`src/hw/rtl/rlm_pkg.sv`:
```
// Shared types and constants for the block RMS level meter.
// No dependencies; every module of the meter imports this package.
`timescale 1ns / 1ps

package rlm_pkg;

	localparam int SAMPLE_W        = 16;
	localparam int GAIN_W          = 4;
	localparam int LEVEL_W         = 16;
	localparam int USED_W          = 13;
	localparam int SQR_W           = 31;
	localparam int MAX_SAMPLES_DEF = 4096;

	localparam logic [GAIN_W-1:0]  GAIN_RESET = 4'd3;
	localparam logic [LEVEL_W-1:0] LEVEL_MAX  = 16'hFFFF;

	// Status of the accumulator toward the top-level sequencer.
	typedef struct packed {
		logic done;    // an item has reached the accumulator stage
		logic last;    // that item closed a buffer
	} acc_stat_t;

endpackage

```
`src/hw/rtl/block_rms_level_meter.sv`:
```
// Block RMS level meter: sample stream in, one level per buffer out.
// Uses rlm_pkg, rlm_accum, rlm_root and rlm_out.
//
// Usage:
//   The slave stream carries one audio sample per transfer: tdata[15:0] is the signed
//   sample, tuser marks the sample as present, tlast closes a buffer. A closing transfer
//   produces one master transfer with the RMS level in tdata[15:0] and the number of
//   samples used in tdata[28:16]; an empty buffer reports level 0.
//   The gain register is written through cfg_we/cfg_wdata while the meter is idle; the user
//   must keep to this, as the meter does not enforce it. After each transfer tready drops
//   while the squarer and accumulator run. After a closing transfer the sum and count pass
//   to the divider and then the square root, and tready returns once the result is loaded
//   into the output register. The divider (one quotient bit per cycle) and the square root
//   (one root bit per cycle) share one subtractor.
//   The result sits in an output register; a new buffer can be taken in while it waits.
//   If the receiver still stalls when the next result is ready, the meter holds that
//   result and keeps tready low until the register frees.
//   Reset clears the sums, the count and the output valid, and sets the gain to 3.
`timescale 1ns / 1ps

module block_rms_level_meter #(
	parameter int MAX_SAMPLES = rlm_pkg::MAX_SAMPLES_DEF
) (
	input  logic                        clk,
	input  logic                        arst_n,
	input  logic                        s_axis_tvalid,
	output logic                        s_axis_tready,
	input  logic [15:0]                 s_axis_tdata,   // sample[15:0]
	input  logic                        s_axis_tuser,   // has_sample
	input  logic                        s_axis_tlast,
	output logic                        m_axis_tvalid,
	input  logic                        m_axis_tready,
	output logic [31:0]                 m_axis_tdata,   // level[15:0], samples_used[28:16]
	input  logic                        cfg_we,
	input  logic [rlm_pkg::GAIN_W-1:0]  cfg_wdata       // gain
);
	import rlm_pkg::*;

	localparam int SUM_W   = SQR_W + $clog2(MAX_SAMPLES);
	localparam int TALLY_W = $clog2(MAX_SAMPLES + 1);
	localparam int SQ_W    = SUM_W + (SUM_W % 2);
	localparam int RT_W    = SQ_W / 2;
	localparam int EXT_W   = (TALLY_W > USED_W) ? TALLY_W : USED_W;

	localparam logic [2:0] ST_IDLE   = 3'd0;
	localparam logic [2:0] ST_ACC    = 3'd1;
	localparam logic [2:0] ST_LAUNCH = 3'd2;
	localparam logic [2:0] ST_ROOT   = 3'd3;
	localparam logic [2:0] ST_OUT    = 3'd4;

	logic [2:0]         state_q;
	logic [GAIN_W-1:0]  gain_q;
	logic [USED_W-1:0]  used_q;
	logic               take;
	logic               launch;
	logic [SUM_W-1:0]   sum;
	logic [TALLY_W-1:0] tally;
	logic [EXT_W-1:0]   tally_ext;
	acc_stat_t          acc_stat;
	logic               root_done;
	logic [RT_W-1:0]    root;
	logic               out_free;
	logic               out_load;

	assign s_axis_tready = (state_q == ST_IDLE);
	assign take          = s_axis_tvalid && s_axis_tready;
	assign launch        = (state_q == ST_LAUNCH);
	assign out_load      = (state_q == ST_OUT) && out_free;
	assign tally_ext     = EXT_W'(tally);

	rlm_accum #(.MAX_SAMPLES(MAX_SAMPLES)) u_accum (
		.clk    (clk),
		.arst_n (arst_n),
		.take   (take),
		.sample ($signed(s_axis_tdata)),
		.has    (s_axis_tuser),
		.last   (s_axis_tlast),
		.clear  (launch),
		.sum    (sum),
		.tally  (tally),
		.stat   (acc_stat)
	);

	rlm_root #(.MAX_SAMPLES(MAX_SAMPLES)) u_root (
		.clk    (clk),
		.arst_n (arst_n),
		.start  (launch),
		.sum    (sum),
		.tally  (tally),
		.done   (root_done),
		.root   (root)
	);

	rlm_out #(.MAX_SAMPLES(MAX_SAMPLES)) u_out (
		.clk           (clk),
		.arst_n        (arst_n),
		.load          (out_load),
		.root          (root),
		.gain          (gain_q),
		.used          (used_q),
		.free          (out_free),
		.m_axis_tvalid (m_axis_tvalid),
		.m_axis_tready (m_axis_tready),
		.m_axis_tdata  (m_axis_tdata)
	);

	// The count is captured as the accumulator is cleared for the next buffer.
	always_ff @(posedge clk) begin
		if (launch) begin
			used_q <= tally_ext[USED_W-1:0];
		end
	end

	always_ff @(posedge clk or negedge arst_n) begin
		if (!arst_n) begin
			gain_q <= GAIN_RESET;
		end else if (cfg_we) begin
			gain_q <= cfg_wdata;
		end
	end

	always_ff @(posedge clk or negedge arst_n) begin
		if (!arst_n) begin
			state_q <= ST_IDLE;
		end else begin
			unique case (state_q)
				ST_IDLE: begin
					if (take) begin
						state_q <= ST_ACC;
					end
				end
				ST_ACC: begin
					if (acc_stat.done) begin
						state_q <= acc_stat.last ? ST_LAUNCH : ST_IDLE;
					end
				end
				ST_LAUNCH: begin
					state_q <= ST_ROOT;
				end
				ST_ROOT: begin
					if (root_done) begin
						state_q <= ST_OUT;
					end
				end
				ST_OUT: begin
					if (out_free) begin
						state_q <= ST_IDLE;
					end
				end
				default: begin
					state_q <= ST_IDLE;
				end
			endcase
		end
	end

endmodule

```
`src/hw/rtl/rlm_accum.sv`:
```
// Squarer and accumulator: keeps the running sum of squares and the sample count.
// Depends on rlm_pkg.
`timescale 1ns / 1ps

module rlm_accum #(
	parameter int MAX_SAMPLES = rlm_pkg::MAX_SAMPLES_DEF,
	localparam int SUM_W   = rlm_pkg::SQR_W + $clog2(MAX_SAMPLES),
	localparam int TALLY_W = $clog2(MAX_SAMPLES + 1)
) (
	input  logic                              clk,
	input  logic                              arst_n,
	input  logic                              take,
	input  logic signed [rlm_pkg::SAMPLE_W-1:0] sample,
	input  logic                              has,
	input  logic                              last,
	input  logic                              clear,
	output logic [SUM_W-1:0]                  sum,
	output logic [TALLY_W-1:0]                tally,
	output rlm_pkg::acc_stat_t                stat
);
	import rlm_pkg::*;

	logic                   v_s1, v_s2;
	logic [SAMPLE_W:0]      mag_s1;
	logic                   has_s1, last_s1, has_s2, last_s2;
	logic [SQR_W-1:0]       prod_s2;
	logic [SUM_W-1:0]       sum_q;
	logic [TALLY_W-1:0]     tally_q;
	logic [SAMPLE_W:0]      ext;
	logic [SAMPLE_W:0]      mag;
	logic [2*SAMPLE_W+1:0]  sq;

	// The magnitude of -32768 needs the seventeenth bit.
	assign ext = {sample[SAMPLE_W-1], sample};
	assign mag = ext[SAMPLE_W] ? (~ext + 1'b1) : ext;
	assign sq  = (2*SAMPLE_W+2)'(mag_s1) * (2*SAMPLE_W+2)'(mag_s1);

	always_ff @(posedge clk) begin
		if (take) begin
			mag_s1  <= mag;
			has_s1  <= has;
			last_s1 <= last;
		end
		if (v_s1) begin
			prod_s2 <= sq[SQR_W-1:0];
			has_s2  <= has_s1;
			last_s2 <= last_s1;
		end
	end

	always_ff @(posedge clk or negedge arst_n) begin
		if (!arst_n) begin
			v_s1    <= 1'b0;
			v_s2    <= 1'b0;
			sum_q   <= '0;
			tally_q <= '0;
		end else begin
			v_s1 <= take;
			v_s2 <= v_s1;
			if (clear) begin
				sum_q   <= '0;
				tally_q <= '0;
			end else if (v_s2 && has_s2 && (tally_q < TALLY_W'(MAX_SAMPLES))) begin
				sum_q   <= sum_q + SUM_W'(prod_s2);
				tally_q <= TALLY_W'(tally_q + 1'b1);
			end
		end
	end

	assign sum       = sum_q;
	assign tally     = tally_q;
	assign stat.done = v_s2;
	assign stat.last = last_s2;

endmodule

```
`src/hw/rtl/rlm_root.sv`:
```
// Iterative divide and square root on one shared subtractor: isqrt(floor(sum / count)).
// Depends on rlm_pkg.
`timescale 1ns / 1ps

module rlm_root #(
	parameter int MAX_SAMPLES = rlm_pkg::MAX_SAMPLES_DEF,
	localparam int SUM_W   = rlm_pkg::SQR_W + $clog2(MAX_SAMPLES),
	localparam int TALLY_W = $clog2(MAX_SAMPLES + 1),
	localparam int SQ_W    = SUM_W + (SUM_W % 2),
	localparam int RT_W    = SQ_W / 2
) (
	input  logic               clk,
	input  logic               arst_n,
	input  logic               start,
	input  logic [SUM_W-1:0]   sum,
	input  logic [TALLY_W-1:0] tally,
	output logic               done,
	output logic [RT_W-1:0]    root
);
	import rlm_pkg::*;

	localparam int SUB_W = (TALLY_W + 1 > RT_W + 3) ? TALLY_W + 1 : RT_W + 3;
	localparam int CNT_W = $clog2(SQ_W);

	localparam logic [1:0] P_IDLE = 2'd0;
	localparam logic [1:0] P_DIV  = 2'd1;
	localparam logic [1:0] P_SQRT = 2'd2;
	localparam logic [1:0] P_DONE = 2'd3;

	logic [1:0]         phase_q;
	logic [CNT_W-1:0]   cnt_q;
	logic [SQ_W-1:0]    work_q;
	logic [TALLY_W-1:0] div_q;
	logic [SUB_W-1:0]   rem_q;
	logic [RT_W-1:0]    root_q;
	logic [SUB_W-1:0]   op_a, op_b;
	logic [SUB_W:0]     diff;
	logic               ge;

	// The one subtractor serves the divider and the root extraction in turn.
	always_comb begin
		if (phase_q == P_SQRT) begin
			op_a = SUB_W'({rem_q[RT_W:0], work_q[SQ_W-1:SQ_W-2]});
			op_b = SUB_W'({root_q, 2'b01});
		end else begin
			op_a = SUB_W'({rem_q[TALLY_W-1:0], work_q[SQ_W-1]});
			op_b = SUB_W'(div_q);
		end
		diff = {1'b0, op_a} - {1'b0, op_b};
		ge   = !diff[SUB_W];
	end

	always_ff @(posedge clk) begin
		if (start) begin
			work_q <= SQ_W'(sum);
			div_q  <= tally;
			rem_q  <= '0;
			root_q <= '0;
			cnt_q  <= CNT_W'(SQ_W - 1);
		end else if (phase_q == P_DIV) begin
			// Restoring division: the quotient bits shift in behind the dividend.
			work_q <= {work_q[SQ_W-2:0], ge};
			if (cnt_q == '0) begin
				cnt_q <= CNT_W'(RT_W - 1);
				rem_q <= '0;
			end else begin
				cnt_q <= cnt_q - 1'b1;
				rem_q <= ge ? diff[SUB_W-1:0] : op_a;
			end
		end else if (phase_q == P_SQRT) begin
			work_q <= {work_q[SQ_W-3:0], 2'b00};
			rem_q  <= ge ? diff[SUB_W-1:0] : op_a;
			root_q <= {root_q[RT_W-2:0], ge};
			cnt_q  <= cnt_q - 1'b1;
		end
	end

	always_ff @(posedge clk or negedge arst_n) begin
		if (!arst_n) begin
			phase_q <= P_IDLE;
		end else begin
			unique case (phase_q)
				P_IDLE: begin
					if (start) begin
						// An empty buffer skips the arithmetic and reports a zero root.
						phase_q <= (tally == '0) ? P_DONE : P_DIV;
					end
				end
				P_DIV: begin
					if (cnt_q == '0) begin
						phase_q <= P_SQRT;
					end
				end
				P_SQRT: begin
					if (cnt_q == '0) begin
						phase_q <= P_DONE;
					end
				end
				P_DONE: begin
					phase_q <= P_IDLE;
				end
				default: begin
					phase_q <= P_IDLE;
				end
			endcase
		end
	end

	assign done = (phase_q == P_DONE);
	assign root = root_q;

endmodule

```
`src/hw/rtl/rlm_out.sv`:
```
// Gain scaling, saturation to full scale and the result output register.
// Depends on rlm_pkg.
`timescale 1ns / 1ps

module rlm_out #(
	parameter int MAX_SAMPLES = rlm_pkg::MAX_SAMPLES_DEF,
	localparam int SUM_W = rlm_pkg::SQR_W + $clog2(MAX_SAMPLES),
	localparam int SQ_W  = SUM_W + (SUM_W % 2),
	localparam int RT_W  = SQ_W / 2
) (
	input  logic                        clk,
	input  logic                        arst_n,
	input  logic                        load,
	input  logic [RT_W-1:0]             root,
	input  logic [rlm_pkg::GAIN_W-1:0]  gain,
	input  logic [rlm_pkg::USED_W-1:0]  used,
	output logic                        free,
	output logic                        m_axis_tvalid,
	input  logic                        m_axis_tready,
	output logic [31:0]                 m_axis_tdata  // level[15:0], samples_used[28:16]
);
	import rlm_pkg::*;

	localparam int P_W = RT_W + GAIN_W + 1;

	logic               valid_q;
	logic [LEVEL_W-1:0] level_q;
	logic [USED_W-1:0]  used_q;
	logic [P_W-1:0]     prod;
	logic [LEVEL_W-1:0] level;

	// Twice the gain, so the root comes out in Q0.16.
	assign prod  = P_W'(root) * P_W'({gain, 1'b0});
	assign level = (prod > P_W'(LEVEL_MAX)) ? LEVEL_MAX : prod[LEVEL_W-1:0];
	assign free  = !valid_q || m_axis_tready;

	always_ff @(posedge clk) begin
		if (load && free) begin
			level_q <= level;
			used_q  <= used;
		end
	end

	always_ff @(posedge clk or negedge arst_n) begin
		if (!arst_n) begin
			valid_q <= 1'b0;
		end else if (free) begin
			valid_q <= load;
		end
	end

	assign m_axis_tvalid = valid_q;
	assign m_axis_tdata  = {3'b000, used_q, level_q};

endmodule

```
`config.mk`:
```
export PLATFORM = sky130hd
export DESIGN_NAME = block_rms_level_meter
export DESIGN_NICKNAME = d
export VERILOG_FILES = /design/src/hw/rtl/rlm_pkg.sv /design/src/hw/rtl/block_rms_level_meter.sv /design/src/hw/rtl/rlm_accum.sv /design/src/hw/rtl/rlm_root.sv /design/src/hw/rtl/rlm_out.sv
export SDC_FILE = /design/constraint.sdc
export NUM_CORES = 1
export LEC_CHECK = 0
export ABC_AREA = 0
export BUFFER_PORTS_ARGS = -buffer_cell sky130_fd_sc_hd__buf_4
export CELL_PAD_IN_SITES_DETAIL_PLACEMENT = 0
export CELL_PAD_IN_SITES_GLOBAL_PLACEMENT = 1
export CORE_MARGIN = 8
export CORE_UTILIZATION = 49
export DETAILED_ROUTE_END_ITERATION = 8
export GPL_TIMING_DRIVEN = 0
export PLACE_DENSITY = 0.75
export SETUP_SLACK_MARGIN = 0.02
export SYNTH_ARGS = -nofsm -noshare
export SYNTH_HDL_FRONTEND = slang
export SYNTH_SLANG_ARGS = --single-unit
```
`constraint.sdc`:
```
create_clock -name clk -period 18.7 [get_ports clk]
set_input_delay 3.74 -clock clk [delete_from_list [all_inputs] [get_ports clk]]
set_output_delay 3.74 -clock clk [all_outputs]
set_load 0.02 [all_outputs]
```
# Word-level counts from Yosys, hierarchy flattened
# Cells that the tools add are included.
dict set report totals {
  wordCells 96
  input_bits 27
  ff_bits 257
}
dict set report classes {
  n_mul 2
  addsub 5
  mux 29
  bitwise 2
  n_reduce_logical 18
  order_cmp 2
  eq_ne 14
}
# op count
set ops {}
lappend ops {{43-bit 2-to-1 mux} 3}
lappend ops {{23-bit 2-to-1 mux} 4}
lappend ops {{44-bit 2-to-1 mux} 2}
lappend ops {{43-bit by 31-bit adder with 43-bit output} 1}
lappend ops {{17-bit by 17-bit multiplier with 31-bit output} 1}
lappend ops {{27-bit by 16-bit > comparator with 1-bit output (second input constant)} 1}
lappend ops {{22-bit by 4-bit multiplier with 26-bit output} 1}
lappend ops {{13-bit 2-to-1 mux} 2}
lappend ops {{25-bit by 24-bit subtractor with 26-bit output} 1}
lappend ops {{25-bit 2-to-1 mux} 1}
lappend ops {{24-bit 2-to-1 mux} 1}
lappend ops {{6-bit 2-to-1 mux} 3}
lappend ops {{17-bit by 1-bit adder with 17-bit output (second input constant)} 1}
lappend ops {{17-bit inverter} 1}
lappend ops {{15-bit 2-to-1 mux} 1}
lappend ops {{3-bit case mux with 5 select lines} 1}
lappend ops {{13-bit by 1-bit adder with 13-bit output (second input constant)} 1}
lappend ops {{13-bit logical NOT} 1}
lappend ops {{13-bit less-than comparator (second input constant)} 1}
lappend ops {{3-bit 2-to-1 mux} 4}
lappend ops {{2-bit 2-to-1 mux} 5}
lappend ops {{2-bit != test (second input constant)} 5}
lappend ops {{2-bit case mux with 4 select lines} 1}
lappend ops {{3-bit by 2-bit equality test with 1-bit output (second input constant)} 2}
lappend ops {{other kinds (19)} 27}

# Longest topological paths before layout
# Gate-level depths: netlist of the first run.
dict set report depth {
  depth_word 6
  mapped_depth 22
}

# Modules after synthesis
# Synthesis of the first run repeated with hierarchy kept, for this count alone.
dict set report unflattened {
  cells_unflattened 2637
  area_unflattened_um2 25081.6
}
# module cells_per_inst instances seq_area_each_um2 area_per_inst_um2
set modules_own_cells {}
lappend modules_own_cells {rlm_accum 1509 1 2982.9 13950.9}
lappend modules_own_cells {rlm_root 649 1 2772.7 6413.7}
lappend modules_own_cells {rlm_out 440 1 895.9 3992.6}
lappend modules_own_cells {block_rms_level_meter 39 1 568.0 724.4}

# Worst setup path before layout of the first run
# OpenSTA, ideal clock, no wires.
dict set report synth_timing {
  path_kind {register to register}
  from {register u_accum.mag_s1[5]}
  to {register u_accum.prod_s2[22], data pin}
  path_buffers 1
  t_arrival_ns 5.922
  path_slack_ns 12.520
  required_ns 18.442
  setup_time_ns 0.258
  stages_incl_launch_ff 23
  cell_sequence {edfxtp_1 -> clkbuf_1 -> nand2_1 -> fa_1 -> inv_1 -> fa_1 -> inv_1 -> fa_1 -> inv_1 -> fa_1 -> fa_1 -> inv_1 -> fa_1 -> inv_1 -> ha_1 -> a21oi_1 -> nor2b_1 -> or3b_2 -> o21ai_1 -> o21ai_0 -> a21o_1 -> a21oi_1 -> xnor2_1}
}
dict set report synth_between {
  elab_chain_len 1
}
# item line_no
set synth_rtl {}
lappend synth_rtl {{start, declared} rlm_accum.sv:24} ;# logic [SAMPLE_W:0] mag_s1;
lappend synth_rtl {{start signal, assigned} rlm_accum.sv:40} ;# mag_s1 <= mag;
lappend synth_rtl {{17-bit by 17-bit multiplier with 31-bit output} rlm_accum.sv:36} ;# assign sq = (2*SAMPLE_W+2)'(mag_s1) * (2*SAMPLE_W+2)'(mag_s1);
lappend synth_rtl {{via u_accum.sq[22]} rlm_accum.sv:31} ;# logic [2*SAMPLE_W+1:0] sq;
lappend synth_rtl {{end signal, assigned} rlm_accum.sv:45} ;# prod_s2 <= sq[SQR_W-1:0];
lappend synth_rtl {{end, declared} rlm_accum.sv:26} ;# logic [SQR_W-1:0] prod_s2;
# The timed path passes the listed nets, and every way through them passes these cells.
# A chain may end at the register's enable or synchronous reset.

# Worst setup path in the final report of the first run
dict set report layout_timing {
  from {register u_accum.mag_s1[6]}
  to {register u_accum.prod_s2[30], data pin}
}
# Same word-level chain as after synthesis.

==> impl_metrics.ini, run 1 <==
[status]
status = complete, no violations

[layout]
regArea_mm2 = 0.00683
syn2layout_area_growth_pct = 9.48
antennaDiodeCount = 0
final_nets = 3054
layout-drive-gt1-share_pct = 6.50
multi_input_area_mm2 = 0.0156
fillers = 4414

[detailed_routing]
wl_mm = 58.1
num_vias = 18000
drc = 0
drtAntennaViolNets = 0
firstDrtPassIters = 5
drt_iter0_drc = 1101
vias_per_cell = 5.53
wl_per_cell_um = 17.9

[timing]
drv_slew = 0
hold_viol = 0
rsz0062_at_grt = no
finalSetupViolations = 0
skew_ns = 0.0275
fmax_ghz = 0.132
slew_headroom_pct = 10.5
hold-worst-slack_ns = 0.427
setup_tns_ns = 0
timing.final.crit_share_pct = 40.4
tightest_slew_ns = 1.34
post-route-min-period_ns = 7.56

[synth]
synth_edf_count = 136
postSynthCellCount = 2507
synth-seq-cells = 256
ys_types = 81
avgSynthCellArea_um2 = 9.57
synthesis.area_mm2 = 0.0240
yosysSeqAreaShare_pct = 28.5
synthFlopType = edfxtp_1
synth_warnings = 0
synth-async-reset-ratio_pct = 26.6

[cts]
clockBufferDepth = 3
numCtsBuffers = 34
hold_buffers = 0
cts_tree = done
clockRootBuffer = clkbuf_16
path_clk_slew_ns = 0.06
ctsResizeCount = 0
cts_post_setup_buffers_inserted = 0
cts.htree.levels = 2
clock_latency_ns = 0.55
cts.sinks = 256

[placement]
gp_congestion = 0.872
port-buffer-count = 57
dp_hpwl_mm = 45.6

[die]
core_area_mm2 = 0.0486
pin_count = 61
row_count = 81
dieHeight_um = 237
initial_core_util_pct = 49.3
die_x_um = 237
die-area_mm2 = 0.0563

[worst_setup_path]
cpMostUsedCell = fa_1
worstSetupPathType = reg2reg
critPathMaxFanout = 10
required_ns = 18.99
cp.arrival_ns = 7.84
cpMaxStageDelayCell = edfxtp_1
slowest_delay_ns = 0.71
end_kind = flop
startpoint_type = flop
crit_chain = clkbuf_1 > nand2_1 > fa_1 > inv_1 > fa_1 > inv_1 > fa_1 > inv_1 > fa_1 > fa_1 > inv_1 > fa_1 > inv_1 > ha_1 > a21oi_1 > nor2b_1 > or3b_2 > o21ai_1 > nor3_1 > o21ai_1 > a211oi_1 > a311oi_1

[grt]
overflow = 0
grt_antenna_before_repair = 1
grtUsageTotal_pct = 20.8
grt_max_degree = 69
grt_pass1_wl_mm = 95.5
grt_pass1_vias = 18700

[min_path]
hold_class = reg2reg

[job]
drv_cap = 0
[flip-flops by register name, indices dropped and copies added (netlist names)]
| register | cells |
|---|---|
| u_root.rem_q | 23 |
| state_q | 3 |
| u_root.work_q | 44 |
| u_accum.last_s1 | 1 |
| u_root.cnt_q | 6 |
| u_out.m_axis_tvalid | 1 |
| u_accum.last_s2 | 1 |
| u_accum.has_s2 | 1 |
| u_root.div_q | 13 |
| u_accum.v_s2 | 1 |
| gain_q | 4 |
| u_accum.prod_s2 | 30 |
| u_out.used_q | 13 |
| u_root.phase_q | 2 |
| u_root.root | 22 |
| u_accum.tally | 13 |
| u_accum.v_s1 | 1 |
| u_accum.has_s1 | 1 |
| u_accum.mag_s1 | 17 |
| u_out.level_q | 16 |
| u_accum.sum | 43 |
[cell type report]
cell class	instances	area share, %
Tap cell	622	2.96
Multi-Input combinational cell	1835	59.3
Sequential cell	256	26.0
Buffer	91	1.42
Clock inverter	18	0.510
Inverter	328	4.69
Clock buffer	44	3.42
Timing Repair Buffer	58	1.71
[logic make-up (layout without fill, tap and decap cells)]
| logic type | count (synthesis) | count (layout) | synth area share, % |
|---|---|---|---|
| muxes | 98 | 98 | 4.18 |
| AOI/OAI and AO/OA | 466 | 466 | 12.6 |
| buffers and inverters | 419 | 539 | 6.69 |
| and+or+nand+nor | 728 | 728 | 14.5 |
| adders and majority gates | 423 | 423 | 29.3 |
| other | 1 | 4 | 0.0156 |
| xor gates and xnor gates | 116 | 116 | 4.23 |
| DFF | 256 | 256 | 28.5 |
[layer usage]
layer  vias up  track usage [%]  wire [um]
met4         0             6.31       1630
met2       323             37.2      29500
met3        85             2.54       2250
li1       8642                -          -
met5         -                0          0
met1      8935             26.2      24700
[worst max-delay path, delay by kind of cell, from the launching register on]
kind	cells	cell delay (ns)
compound gates	5	1.30
flops	1	0.71
fa+ha+maj	7	3.54
simple gates	4	0.81
buf+inv	6	0.94
[placed cells by master (no fill, tap or decap), types with 15 or more instances in the layout]
cell type,netlist,final
o21a_1,20,20
and2_1,107,107
nand2b_1,25,25
mux2_2,17,17
mux2i_1,81,81
xnor2_1,77,77
a21o_1,42,42
inv_1,327,327
xor2_1,39,39
nor2_1,109,109
edfxtp_1,136,136
clkbuf_16,0,34
o21ai_1,32,32
a31oi_1,15,15
nand2_1,324,323
dfrtp_1,66,65
nor3_1,30,30
and3_1,16,15
a21oi_1,124,124
dfxtp_1,52,52
nand3_1,32,32
fa_1,233,233
buf_4,3,60
clkbuf_1,69,78
ha_1,190,190
or3_1,15,15
o21ai_0,97,97
[Yosys cell counts, types with 66 or more instances]
| master | instances | area (um2) |
|---|---|---|
| a21oi_1 | 124 | 621 |
| and2_1 | 107 | 669 |
| clkbuf_1 | 69 | 259 |
| dfrtp_1 | 66 | 1650 |
| edfxtp_1 | 136 | 4080 |
| fa_1 | 233 | 4660 |
| ha_1 | 190 | 2380 |
| inv_1 | 327 | 1230 |
| mux2i_1 | 81 | 811 |
| nand2_1 | 324 | 1220 |
| nor2_1 | 109 | 409 |
| o21ai_0 | 97 | 485 |
| xnor2_1 | 77 | 674 |
[metrics by stage]
step / cell area [um2] / util [%] / cells / setup slack (ns)
2_1_floorplan: 24000 / - / 2510 / 12.52
3_3_place_gp: 25200 / 51.8 / 3189 / 11.15
3_5_place_dp: 25200 / 51.9 / 3190 / 11.09
4_1_cts: 26300 / 54.0 / 3252 / 11.06
5_1_grt: 26300 / 54.0 / 3252 / 10.80
6_report: 26300 / 54.0 / 3252 / 11.14
[worst paths after layout]
check / slack [ns] / to / cells past startpoint / startpoint
min in group asynchronous: 3.35 / u_accum.sum[37]$_DFFE_PN0P_ / 1 / arst_n
worst min register to register: 0.43 / u_accum.has_s2$_DFFE_PP_ / 0 / u_accum.has_s1$_DFFE_PP_
worst max-delay path: 11.14 / u_accum.prod_s2[30]$_DFFE_PP_ / 22 / u_accum.mag_s1[6]$_DFFE_PP_
worst min-delay path: 0.43 / u_accum.has_s2$_DFFE_PP_ / 0 / u_accum.has_s1$_DFFE_PP_
worst max register to register: 11.14 / u_accum.prod_s2[30]$_DFFE_PP_ / 22 / u_accum.mag_s1[6]$_DFFE_PP_
max in group asynchronous: 14.65 / u_accum.v_s1$_DFF_PN0_ / 1 / arst_n
Power of run 1 is not shown: default switching activity piles up to over one toggle a cycle in this logic, so the estimate is an artifact.
==> inputs of run 2 (changes only) <==
- clock period: 18.7 -> 7.3 ns (I/O delays scaled with it)
==> impl_metrics.ini, run 2 (synthesized netlist as in run 1, its figures left out) <==
[timing]
worst_slack_ns = 0.501
tightest_slew_ns = 1.37
slew_headroom_pct = 8.59
hold_viol = 0
skew_ns = 0.0303
drv_slew = 0
fmax_ghz = 0.147
timing.final.crit_share_pct = 93.1
rsz0062_at_grt = no
finalSetupViolations = 0
post-route-min-period_ns = 6.80
hold-worst-slack_ns = 0.427

[worst_setup_path]
cpMaxStageDelayCell = fa_1
required_ns = 7.63
rrSetupSlack_ns = 0.50
worstSetupPathType = reg2reg
critPathTopFamily = adder cells
reg2reg_from = u_accum.mag_s1[9]$_DFFE_PP_
critPathMaxFanout = 10
cpMostUsedCell = fa_1
crit_chain = clkbuf_4 > nand2_1 > fa_1 > inv_1 > fa_1 > inv_1 > fa_1 > inv_1 > fa_1 > fa_1 > inv_1 > fa_1 > inv_1 > ha_1 > a21oi_1 > nor2b_1 > or3b_2 > o21ai_1 > nor3_1 > o21ai_1 > a211oi_1 > a311oi_2
end_kind = flop
reg2reg_depth = 22
critPathBufInv = 6
startpoint_type = flop
cp.arrival_ns = 7.13
slowest_delay_ns = 0.57
reg2reg_to = u_accum.prod_s2[30]$_DFFE_PP_

[job]
drv_cap = 0

[die]
die_x_um = 237
pin_count = 61
core_area_mm2 = 0.0486
die-area_mm2 = 0.0563
dieHeight_um = 237
initial_core_util_pct = 49.3
row_count = 81

[layout]
top_register = u_root.work_q
fin_cells = 3262
final_nets = 3064
final_area_mm2 = 0.0264
largest_reg_flops = 44
final_common_cell = inv_1
multi_input_area_mm2 = 0.0156
regArea_mm2 = 0.00683
layout-drive-gt1-share_pct = 7.42
final_cell_mix = 327 x inv_1, 323 x nand2_1, 233 x fa_1
syn2layout_area_growth_pct = 9.90
antennaDiodeCount = 0
fillers = 4410

[grt]
grt_pass1_wl_mm = 95.5
grt_antenna_before_repair = 1
grtUsageTotal_pct = 20.8
grt_pass1_vias = 18700
overflow = 0
grt_max_degree = 69

[min_path]
hold_class = reg2reg
hp-start = u_accum.has_s1$_DFFE_PP_
worstHoldEndpoint = u_accum.has_s2$_DFFE_PP_
min_path_cells = 0

[detailed_routing]
wl_per_cell_um = 17.8
drt_iter0_drc = 1025
drtAntennaViolNets = 0
drc = 0
vias_per_cell = 5.52
num_vias = 18000
wl_mm = 58.1
firstDrtPassIters = 5

[cts]
cts_tree = done
cts.htree.levels = 2
clock_latency_ns = 0.55
hold_buffers = 0
numCtsBuffers = 34
clockBufferDepth = 3
path_clk_slew_ns = 0.06
clockRootBuffer = clkbuf_16
cts.sinks = 256

[status]
status = complete, no violations

[placement]
placed_area_mm2 = 0.0252
place_worst_setup_slack_ns = -0.312
dp_hpwl_mm = 45.6
gp_congestion = 0.872
placed_cells = 3190
port-buffer-count = 57
==> run 2: how the worst max path moves through the flow <==
stage / startpoint / end / slack, ns / cells after the start
after floorplan: u_accum.mag_s1[5]$_DFFE_PP_ / u_accum.prod_s2[22]$_DFFE_PP_ / 1.12 / 22
after global placement: u_accum.mag_s1[5]$_DFFE_PP_ / u_accum.prod_s2[30]$_DFFE_PP_ / -0.25 / 22
after detailed placement: u_accum.mag_s1[5]$_DFFE_PP_ / u_accum.prod_s2[30]$_DFFE_PP_ / -0.31 / 22
after CTS: u_accum.mag_s1[2]$_DFFE_PP_ / u_accum.prod_s2[30]$_DFFE_PP_ / 0.02 / 20
after global routing: u_accum.mag_s1[9]$_DFFE_PP_ / u_accum.prod_s2[30]$_DFFE_PP_ / 0.12 / 22
final: u_accum.mag_s1[9]$_DFFE_PP_ / u_accum.prod_s2[30]$_DFFE_PP_ / 0.50 / 22
==> run 2: through the flow <==
stage                     utilization (%)  TNS [ns]
after floorplan                         -         0
after global placement               51.8    -0.254
after detailed placement             51.9    -0.376
after CTS                            54.1         0
after global routing                 54.2         0
final                                54.2         0
==> run 2: area by class of cell <==
| cell class | instances | area share, % |
|---|---|---|
| Clock buffer | 44 | 3.41 |
| Multi-Input combinational cell | 1835 | 59.1 |
| Buffer | 91 | 1.49 |
| Timing Repair Buffer | 68 | 1.98 |
| Inverter | 328 | 4.67 |
| Sequential cell | 256 | 25.9 |
| Tap cell | 622 | 2.95 |
| Clock inverter | 18 | 0.508 |
==> run 2: layer usage <==
layer / track usage, % / vias to the layer above / routed length [um]
li1: - / 8669 / -
met1: 26.1 / 8920 / 24700
met2: 37.2 / 319 / 29500
met3: 2.62 / 85 / 2260
met4: 6.31 / 0 / 1600
met5: 0 / - / 0
==> run 2: repair_timing <==
| item | 4_1_cts | 5_1_grt |
|---|---|---|
| endpoints found under the setup margin | 3 | 3 |
| gates resized for setup | 7 | 17 |
| setup buffers | 3 | 7 |
Power of run 2 is left out for the same reason.
